File: config.mk
export PLATFORM = sky130hd
export DESIGN_NAME = pgew_sqrt
export DESIGN_NICKNAME = d
export VERILOG_FILES = /design/src/design/pgew_pkg.sv /design/src/design/pgew_sqrt.sv
export SDC_FILE = /design/constraint.sdc
export NUM_CORES = 1
export LEC_CHECK = 0
export BUFFER_PORTS_ARGS = -buffer_cell sky130_fd_sc_hd__buf_2
export CAP_MARGIN = 10
export CELL_PAD_IN_SITES_DETAIL_PLACEMENT = 0
export CELL_PAD_IN_SITES_GLOBAL_PLACEMENT = 1
export CORE_MARGIN = 2
export CORE_UTILIZATION = 35
export CTS_CLUSTER_SIZE = 10
export DETAILED_ROUTE_END_ITERATION = 10
export HOLD_SLACK_MARGIN = 0.1
export MAX_ROUTING_LAYER = met4
export PLACE_DENSITY = 0.72
export SLEW_MARGIN = 30
export SYNTH_ARGS = -nofsm -noshare
export SYNTH_HDL_FRONTEND = slang
export SYNTH_SLANG_ARGS = --single-unit
File: constraint.sdc
create_clock -name clk -period 3.9 [get_ports clk]
set_clock_uncertainty 0.1 [all_clocks]
set_input_delay 0.195 -clock clk [delete_from_list [all_inputs] [get_ports clk]]
set_output_delay 0.195 -clock clk [all_outputs]
set_load 0.01 [all_outputs]
File: src/design/pgew_pkg.sv
// shared constants and types of the pixel grid edge weight block
package pgew_pkg;

	localparam int MAX_WIDTH  = 2048;
	localparam int MAX_HEIGHT = 2048;

	localparam int DIM_W      = 12;
	localparam int COL_W      = $clog2(MAX_WIDTH);
	localparam int ROW_W      = $clog2(MAX_HEIGHT);
	localparam int IDX_W      = 22;
	localparam int CHAN_W     = 8;
	localparam int PIX_W      = 3 * CHAN_W;
	localparam int WEIGHT_W   = 17;
	localparam int FRAC_W     = 8;
	localparam int SUM_W      = 2 * CHAN_W + 2;
	localparam int RAD_W      = 2 * WEIGHT_W;
	localparam int ITER_W     = $clog2(WEIGHT_W);
	localparam int CFG_IDX_W  = 2;
	localparam int CFG_DATA_W = DIM_W;

	localparam logic [CFG_IDX_W-1:0] REG_WIDTH  = 2'd0;
	localparam logic [CFG_IDX_W-1:0] REG_HEIGHT = 2'd1;
	localparam logic [CFG_IDX_W-1:0] REG_MODE   = 2'd2;

	localparam logic MODE_GRAY = 1'b0;
	localparam logic MODE_RGB  = 1'b1;

	typedef enum logic [1:0] {
		S_IDLE,
		S_CALC,
		S_ROOT,
		S_DONE
	} pgew_state_t;

endpackage

File: src/design/pgew_sqrt.sv
// bit-serial integer square root, one result bit per cycle
module pgew_sqrt import pgew_pkg::*; (
	input  logic                clk,
	input  logic                arst_n,
	input  logic                start,
	input  logic [RAD_W-1:0]    radicand,
	output logic                done,
	output logic [WEIGHT_W-1:0] root
);

	logic [RAD_W-1:0]    rad_q;
	logic [WEIGHT_W+1:0] rem_q;
	logic [WEIGHT_W-1:0] root_q;
	logic [ITER_W-1:0]   cnt_q;
	logic                busy_q;
	logic                done_q;

	logic [WEIGHT_W+3:0] rem_sh;
	logic [WEIGHT_W+3:0] trial;
	logic [WEIGHT_W+3:0] rem_nx;
	logic                fits;

	always_comb begin
		rem_sh = {rem_q, rad_q[RAD_W-1 -: 2]};
		trial  = {2'b00, root_q, 2'b01};
		fits   = rem_sh >= trial;
		rem_nx = fits ? rem_sh - trial : rem_sh;
	end

	always_ff @(posedge clk or negedge arst_n) begin
		if (!arst_n) begin
			busy_q <= 1'b0;
			done_q <= 1'b0;
			cnt_q  <= '0;
		end else begin
			done_q <= 1'b0;
			if (start) begin
				busy_q <= 1'b1;
				cnt_q  <= ITER_W'(WEIGHT_W - 1);
			end else if (busy_q) begin
				cnt_q <= cnt_q - ITER_W'(1);
				if (cnt_q == '0) begin
					busy_q <= 1'b0;
					done_q <= 1'b1;
				end
			end
		end
	end

	always_ff @(posedge clk) begin
		if (start) begin
			rad_q  <= radicand;
			rem_q  <= '0;
			root_q <= '0;
		end else if (busy_q) begin
			rad_q  <= {rad_q[RAD_W-3:0], 2'b00};
			rem_q  <= rem_nx[WEIGHT_W+1:0];
			root_q <= {root_q[WEIGHT_W-2:0], fits};
		end
	end

	assign done = done_q;
	assign root = root_q;

endmodule

==> out/results.ini, run 1 <==
[floorplan]
core_area_mm2 = 0.0119
rows = 40
initial_core_util = 0.354
die_x_um = 114
die-area_mm2 = 0.0129
io_pins = 55
die_y_um = 114

[placed_design]
io_buffers = 54
place.gp.congestion = 0.812
hpwl_um = 6080

[synthesis]
syn_nets = 467
synth_common_cells = nor2_1 (46), dfxtp_1 (36), edfxtp_1 (34)
synth_edf_count = 34
synth_most_common_cell = nor2_1
yosysUniqueCellTypes = 60
synth_area_leaders = edfxtp_1 (24%), dfxtp_1 (17%), mux2_2 (8.6%)
ys_ff_latch = 77
synth.yosys.warnings = 0
synthCells = 409
yosys.area.top_type = edfxtp_1
synthFlopType = dfxtp_1
avgSynthCellArea_um2 = 10.3
async_reset_ff_frac = 0.0909
synthesis.area_mm2 = 0.00420
seq_area_frac_synth = 0.456
yosys.area.top_type_share = 0.243

[timing]
timing.hold.ws_ps = 131
worst_pin_slew_ps = 802
rsz0062_at_grt = false
tns_ps = 0
min_period_ps = 2910
min_period_over_period = 0.745
clock.fmax_mhz = 344
hold_viol = 0
relSlewSlack = 0.465
setup_viol = 0
slew_violations = 0

[hold_path]
holdCritPathClass = in -> async

[route]
first_iter_violations = 161
drt_pre_antenna_iters = 4
via_count = 3206
viasPerCell = 4.99
wl_per_cell_um = 13.9
wl_um = 8950
final_antenna_net_count = 0
route.detailed.drc = 0

[grt]
grt_max_degree = 74
antenna_found_initial = 0
grt_pass1_vias = 3168
grt_usage = 0.156
grt_pass1_wl_um = 15500
busiest_layer = met2
use_met1 = 0.198
grtUsageMet2 = 0.248
overflow = 0
grt_use_met3 = 0.0361

[finish]
finalNetCount = 549
areaGrowthSynthToFinish_pct = 24.2
utilization = 0.440
antenna_cells = 0
drive_gt1_frac = 0.224

[power]
leakagePower_nw = 2.26
vdd_drop_max_mv = 0.226
pwr_density_cell_mw_per_mm2 = 705

[clocking]
cts-root-buf = clkbuf_16
hold_buffers = 35
clk_path_buf_depth = 2
numCtsBuffers = 9
tritoncts = done
clk_latency_ps = 330
cts.htree.levels = 3
ctsResizeCount = 0
post-cts-setup-buffer-count = 0
cts.sinks = 77
clk_pin_slew_ps = 60

[setup_path]
crit_family = compound AO/OA/AOI/OAI gates
critPathKind = reg -> reg
startpoint_type = register
slowest_delay_ps = 530
crit_chain = inv_1 > ha_1 > a21oi_1 > a21oi_1 > o311ai_1 > a21oi_1 > and3_1 > or4_1 > a311oi_2
arrival_ps = 3050
crit_slowest_cell = or4_1
cp_data_required_time_ps = 4040
path_max_fanout = 6
end_kind = register
cp.buffers_inverters = 1
cpMostUsedCell = a21oi_1

[job]
cap_violations = 0

[outcome]
status = finished, final reports clean

## state kept, by name, indices dropped and copies added, names as in the netlist
| register | flops |
|---|---|
| rem_q | 19 |
| root | 17 |
| done | 1 |
| rad_q | 34 |
| busy_q | 1 |
| cnt_q | 5 |
## worst reg2reg max path, stage by stage, from the launching register on
cell      delay [ps]
dfxtp_1          370
inv_1             60
ha_1             380
a21oi_1          210
a21oi_1          140
o311ai_1         370
a21oi_1          190
and3_1           220
or4_1            530
a311oi_2         240
## layout make-up
type	instances	area, µm²
Sequential cell	77	1920
Tap cell	147	184
Clock buffer	10	229
Clock inverter	6	37.5
Fill cell	1104	6640
Inverter	26	97.6
Multi-Input combinational cell	284	2100
Timing Repair Buffer	93	651
## placed cells by master, fill, tap and decap left out, types with 9 or more instances in the layout
master	instances
inv_1	26
buf_2	54
dfxtp_1	36
nor2_1	46
ha_1	21
clkbuf_16	9
nand3_1	11
mux2_2	32
dlygate4sd3_1	35
xnor2_1	11
mux2i_1	24
edfxtp_1	34
a211oi_1	10
a21oi_1	14
nand2_1	24
## layer usage
metal  part of all wire  wire [µm]  vias to the layer above
li1                   -          -                     1648
met1               0.48       4250                     1511
met2               0.49       4410                       43
met3              0.022        193                        4
met4              0.011         96                        0
met5                  0          0                        -
## kinds of logic (layout without fill, tap and decap cells)
logic type	Yosys count	count (layout)	synth area share
AO/OA/AOI/OAI	75	75	0.130
XOR/XNOR	15	15	0.0313
adder cells (fa/ha/maj)	21	21	0.0625
buffers and inverters	48	135	0.0435
flip-flops	77	77	0.456
multiplexers	56	56	0.143
AND/OR/NAND/NOR	117	117	0.134
## path summary, 6_finish.rpt
path	cells after the start	from	to	slack, ps
max	9	root[1]	rem_q[15]	990
min	2	arst_n	cnt_q[2]	130
max reg2reg	9	root[1]	rem_q[15]	990
min reg2reg	2	rem_q[7]	rem_q[7]	410
max in group asynchronous	2	arst_n	busy_q	3400
min in group clk	4	start	rem_q[2]	160
## per-stage QoR
| stage | setup WS [ps] | instance area, µm² | power, W | instances |
|---|---|---|---|---|
| after floorplan | 1150 | 4200 | 0.00255 | 409 |
| after CTS | 966 | 5220 | 0.00372 | 643 |
| after global placement | 1020 | 4600 | 0.00288 | 592 |
| after detailed placement | 1000 | 4600 | 0.00291 | 592 |
| final | 994 | 5220 | 0.00368 | 643 |
| after global routing | 740 | 5220 | 0.00400 | 643 |
## where the power goes
group          internal (W)  total, W  switching, W
clock              0.000428  0.000758      0.000330
combinational      0.000814   0.00174      0.000931
sequential          0.00105   0.00118      0.000129
total               0.00229   0.00368       0.00139
No activity file was read; power rests on OpenSTA's default activity.
==> inputs of run 2 (changes only) <==
--- a/config.mk
+++ b/config.mk
@@ -15,7 +15,7 @@
 export DETAILED_ROUTE_END_ITERATION = 10
 export HOLD_SLACK_MARGIN = 0.1
 export MAX_ROUTING_LAYER = met4
-export PLACE_DENSITY = 0.72
+export PLACE_DENSITY = 0.75
 export SLEW_MARGIN = 30
 export SYNTH_ARGS = -nofsm -noshare
 export SYNTH_HDL_FRONTEND = slang
==> constraint.sdc (replaced) <==
create_clock -name clk -period 2.63 [get_ports clk]
set_clock_uncertainty 0.1 [all_clocks]
set_input_delay 0.1315 -clock clk [delete_from_list [all_inputs] [get_ports clk]]
set_output_delay 0.1315 -clock clk [all_outputs]
set_load 0.01 [all_outputs]
==> run 2 against run 1 <==
  * The flow now finishes with violations (negative setup slack)
  * Cell count is 11% higher
  * Critical path depth decreased by 1
  * Sequential share of layout area decreased by 5.6 points
  * Sequential power grew 48%
  * First-iteration DRC count fell by 23%
  * Register-to-register slack got worse by 1000 ps
  * Highest routed layer unchanged
==> out/results.ini, run 2 (synthesized netlist as in run 1, its figures left out) <==
[finish]
final_cell_mix = buf_4 (72), buf_2 (54), nor2_1 (46)
utilization = 0.521  ; +0.0813
fin_area_mm2 = 0.00618  ; +18%
areaGrowthSynthToFinish_pct = 47.2
drive_gt1_frac = 0.401  ; +0.177
max_flop_register = rad_q
largest_reg_flops = 34  ; unchanged
antenna_cells = 0  ; unchanged
layout_commonest_cell = buf_4
finalNetCount = 622  ; +13%
fill_cells = 1038  ; -6.0%

[clocking]
clk_latency_ps = 340  ; about the same
cts.htree.levels = 3  ; unchanged
cts.sinks = 77  ; unchanged
clk_path_buf_depth = 2  ; unchanged
clk_pin_slew_ps = 60  ; about the same
tritoncts = done
numCtsBuffers = 9  ; unchanged
cts-root-buf = clkbuf_16

[setup_path]
critPathKind = reg -> reg
end_kind = register
path_max_fanout = 3  ; -3
startpoint_type = register
cp_data_required_time_ps = 2780  ; -1260 ps
arrival_ps = 2810  ; -240 ps
reg2reg_slack_ps = -20  ; -1020 ps

[floorplan]
die-area_mm2 = 0.0129  ; unchanged
die_y_um = 114  ; unchanged
io_pins = 55  ; unchanged
rows = 40  ; unchanged
initial_core_util = 0.354  ; unchanged
die_x_um = 114  ; unchanged
core_area_mm2 = 0.0119  ; unchanged

[outcome]
violations = negative setup slack
status = finished with violations

[timing]
worst_pin_slew_ps = 505  ; -298 ps
min_period_over_period = 1.01  ; +0.263
finalWorstSetupSlack_ps = -22.7  ; -1020 ps
slew_violations = 0  ; unchanged
min_period_ps = 2650  ; -254 ps
relSlewSlack = 0.664  ; +0.199
clock.fmax_mhz = 377  ; +9.6%
tns_ps = -22.7  ; -22.7 ps
setup_viol = 1  ; +1
hold_viol = 0  ; unchanged
rsz0062_at_grt = true

[route]
first_iter_violations = 124  ; -23%
wl_um = 10200  ; +14%
final_antenna_net_count = 0  ; unchanged
via_count = 3615  ; +13%
viasPerCell = 5.05  ; +1.3%
wl_per_cell_um = 14.2  ; +2.3%
route.detailed.drc = 0  ; unchanged
drt_pre_antenna_iters = 4  ; unchanged

[hold_path]
holdCritPathClass = in -> reg

[power]
vdd_drop_max_mv = 0.430  ; +90%
leakagePower_nw = 2.72  ; +20%
pwr_density_cell_mw_per_mm2 = 1160  ; +64%

[grt]
use_met1 = 0.197  ; -0.000673
grt_pass1_wl_um = 16300  ; +5.4%
grt_max_degree = 36  ; -51%
grt_usage = 0.162  ; +0.00617
grtUsageMet2 = 0.267  ; +0.0192
antenna_found_initial = 0  ; unchanged
overflow = 0  ; unchanged
grt_use_met3 = 0.0303  ; -0.00584
grt_pass1_vias = 3499  ; +10%
busiest_layer = met2

[placed_design]
place.gp.congestion = 0.919  ; +13%
hpwl_um = 6870  ; +13%
placed_cell_area_mm2 = 0.00510  ; +11%
dp_worst_setup_slack_ps = -98.0  ; -1100 ps
io_buffers = 54  ; unchanged

[job]
cap_violations = 0  ; unchanged

run 2: changes by cell type in the layout (fill, tap and decap cells not counted), sizes merged:
cell,previous run,this run
buf,58,129
clkinv,2,3
dlygate4sd3,35,36
bufinv,0,2
clkinvlp,3,1
run 2: final timing paths:
kind,start,endpoint,cells after the start
hold / removal,start,root[5],2
setup / recovery,rad_q[32],rem_q[15],8
hold reg to reg,rem_q[16],rem_q[18],2
min in group asynchronous,arst_n,cnt_q[2],3
setup reg to reg,rad_q[32],rem_q[15],8
max in group asynchronous,arst_n,busy_q,3
run 2: layout make-up:
class                   instances  area, µm²  area share
flip-flops and latches         77       1930       0.312
well taps                     147        184      0.0297
clock inverters                 7       97.6      0.0158
inverters                      26       97.6      0.0158
multi-input cells             284       2410       0.390
clock buffers                   9        225      0.0364
repair buffers                166       1240       0.200
run 2: power by group:
part | total, W | switching (W) | internal [W]
clock network | 0.00135 | 0.000512 | 0.000834
registers | 0.00175 | 0.000192 | 0.00156
logic | 0.00405 | 0.00184 | 0.00222
total | 0.00715 | 0.00254 | 0.00461
run 2: through the flow:
stage	instances	hold WS (ps)	power [W]
6_report	716	147	0.00715
5_1_grt	716	170	0.00760
3_3_place_gp	652	-130	0.00487
3_5_place_dp	652	-124	0.00493
4_1_cts	705	141	0.00645
2_1_floorplan	409	-264	0.00381
run 2: worst max-delay path, stage by stage (launching register included):
cell      delay [ps]
edfxtp_1         460
buf_4            180
o211ai_1         220
a21oi_1          150
o311ai_1         340
a21oi_1          170
and3_1           200
or4_1            520
a311oi_2         230
run 2: layer usage:
| layer | vias to the layer above | share of wire |
|---|---|---|
| met5 | - | 0 |
| met4 | 0 | 0.025 |
| met3 | 22 | 0.022 |
| met2 | 45 | 0.49 |
| met1 | 1744 | 0.46 |
| li1 | 1804 | - |
run 2: timing repair:
item,CTS,global route
cloned,0,1
resized for setup,9,42
pin swaps,3,10
endpoints found under the setup margin,14,14
buffers inserted,1,10
hold buffers,36,0
endpoints found under the hold margin,41,0
==> inputs of run 3 (changes only) <==
--- a/config.mk
+++ b/config.mk
@@ -15,7 +15,7 @@
 export DETAILED_ROUTE_END_ITERATION = 10
 export HOLD_SLACK_MARGIN = 0.1
 export MAX_ROUTING_LAYER = met4
-export PLACE_DENSITY = 0.75
+export PLACE_DENSITY_LB_ADDON = 0.1
 export SLEW_MARGIN = 30
 export SYNTH_ARGS = -nofsm -noshare
 export SYNTH_HDL_FRONTEND = slang
==> run 3 against run 2 <==
  * The run now ends clean
  * Combinational power is 5.7% lower
  * Worst setup slack better by 35 ps
  * Critical path depth is 2 higher
  * Cell count is 0.84% lower
  * Sequential share of layout area is 0.70 points higher
  * Utilization is 1.1 points lower
  * Register-to-register slack better by 30 ps
  * Maximum frequency is 1.3% higher
  * Power is 4.2% lower
  * Critical endpoint is now rem_q[2]
  * Highest routed layer unchanged
==> out/results.ini, run 3 (synthesized netlist as in run 1, its figures left out) <==
[outcome]
status = finished, final reports clean

[floorplan]
io_pins = 55  ; unchanged
die_x_um = 114  ; unchanged
die_y_um = 114  ; unchanged
rows = 40  ; unchanged
core_area_mm2 = 0.0119  ; unchanged
die-area_mm2 = 0.0129  ; unchanged
initial_core_util = 0.354  ; unchanged

[grt]
grt_usage = 0.172  ; +0.00975
overflow = 0  ; unchanged
grt_pass1_wl_um = 16800  ; +3.2%
grt_pass1_vias = 3467  ; -0.91%
grt_max_degree = 36  ; unchanged
antenna_found_initial = 0  ; unchanged

[timing]
clock.fmax_mhz = 382  ; +1.3%
relSlewSlack = 0.525  ; -0.139
min_period_over_period = 0.995  ; -0.0133
setup_viol = 0  ; -1
min_period_ps = 2620  ; -34.9 ps
timing.hold.ws_ps = 202  ; +54.5 ps
hold_viol = 0  ; unchanged
tns_ps = 0  ; +22.7 ps
slew_violations = 0  ; unchanged
worst_pin_slew_ps = 707  ; +203 ps
rsz0062_at_grt = true

[route]
first_iter_violations = 124  ; unchanged
wl_um = 10300  ; +1.3%
viasPerCell = 4.95  ; -2.0%
route.detailed.drc = 0  ; unchanged
via_count = 3513  ; -2.8%
wl_met2_um = 4780  ; -4.5%
wl_met3_um = 212  ; -7.0%
final_antenna_net_count = 0  ; unchanged
wl_per_cell_um = 14.5  ; +2.1%
wl_met1_um = 5140  ; +9.6%
drt_pre_antenna_iters = 4  ; unchanged
routed.top_layer = met4

[setup_path]
path_max_fanout = 6  ; +3
cp_data_required_time_ps = 2820  ; +40 ps
reg2reg_depth = 10  ; +2
critPathKind = reg -> reg
arrival_ps = 2800  ; about the same
end_kind = register
startpoint_type = register

[power]
leakagePower_nw = 2.66  ; -2.1%
pwr_density_cell_mw_per_mm2 = 1130  ; -2.1%
vdd_drop_max_mv = 0.445  ; +3.6%

[finish]
drive_gt1_frac = 0.393  ; -0.00816
areaGrowthSynthToFinish_pct = 44.0
layout_commonest_cell = buf_4
max_flop_register = rad_q
final_cell_mix = buf_4 (68), buf_2 (55), nor2_1 (46)
utilization = 0.510  ; -0.0111
finalNetCount = 616  ; -0.96%
largest_reg_flops = 34  ; unchanged
antenna_cells = 0  ; unchanged

[clocking]
clk_path_buf_depth = 2  ; unchanged
cts-root-buf = clkbuf_16
numCtsBuffers = 9  ; unchanged
tritoncts = done
cts.sinks = 77  ; unchanged
cts.htree.levels = 3  ; unchanged
clk_pin_slew_ps = 60  ; about the same
clk_latency_ps = 350  ; about the same

[hold_path]
holdCritPathClass = in -> reg
hold_path_depth = 2  ; unchanged

[placed_design]
hpwl_um = 7090  ; +3.2%
io_buffers = 54  ; unchanged
place.gp.congestion = 0.834  ; -9.2%

[job]
cap_violations = 0  ; unchanged

[run 3: cell type report]
class                   count  area, µm²
well taps                 147        184
repair buffers            160       1170
fillers                  1095       5810
multi-input cells         284       2370
clock inverters             5       60.1
inverters                  26       97.6
flip-flops and latches     77       1930
clock buffers              11        243
[run 3: per-layer routing]
layer,vias to the layer above,GRT usage
li1,1786,-
met1,1678,0.231
met2,37,0.259
met3,12,0.0319
met4,0,0.0675
met5,-,-
[run 3: timing repair]
| action | in CTS | in global routing |
|---|---|---|
| hold endpoints to repair | 41 | 0 |
| endpoints found under the setup margin | 9 | 13 |
| hold buffers | 36 | 0 |
| pin swaps | 6 | 6 |
| gates cloned | 0 | 1 |
| resized for setup | 18 | 28 |
| buffers inserted | 4 | 6 |
[run 3: worst paths after layout]
kind                            startpoint       end  slack, ps
worst max-delay path              root[10]  rem_q[2]         10
worst min-delay path                 start  cnt_q[0]        200
worst max register to register    root[10]  rem_q[2]         10
worst min register to register    rem_q[6]  rem_q[6]        410
max in group asynchronous           arst_n    busy_q       1530
min in group asynchronous           arst_n  cnt_q[1]        630
[run 3: report_power, final]
part | switching (W) | internal (W) | total, W
Combinational | 0.00181 | 0.00201 | 0.00382
Sequential | 0.000194 | 0.00156 | 0.00176
Clock | 0.000512 | 0.000762 | 0.00127
Total | 0.00252 | 0.00433 | 0.00685
[run 3: metrics by stage]
| stage | std cells | total power, W | instance area [µm²] | worst slack (ps) |
|---|---|---|---|---|
| 2_1_floorplan | 409 | 0.00381 | 4240 | -30.3 |
| 3_3_place_gp | 647 | 0.00488 | 5060 | -76.0 |
| 3_5_place_dp | 647 | 0.00490 | 5060 | -122 |
| 4_1_cts | 703 | 0.00643 | 5850 | -25.8 |
| 6_report | 710 | 0.00685 | 6050 | 12.2 |
| 5_1_grt | 710 | 0.00732 | 6050 | -133 |
[run 3: worst max-delay path, cell delays in order, from the launching register on]
cell and delay [ps]:
dfxtp_2 320, inv_1 60, ha_4 290, nand3_2 90, or2_4 260, o41ai_2 350
a31o_2 260, a31oi_4 50, buf_4 190, or4_1 490, nand3_1 90
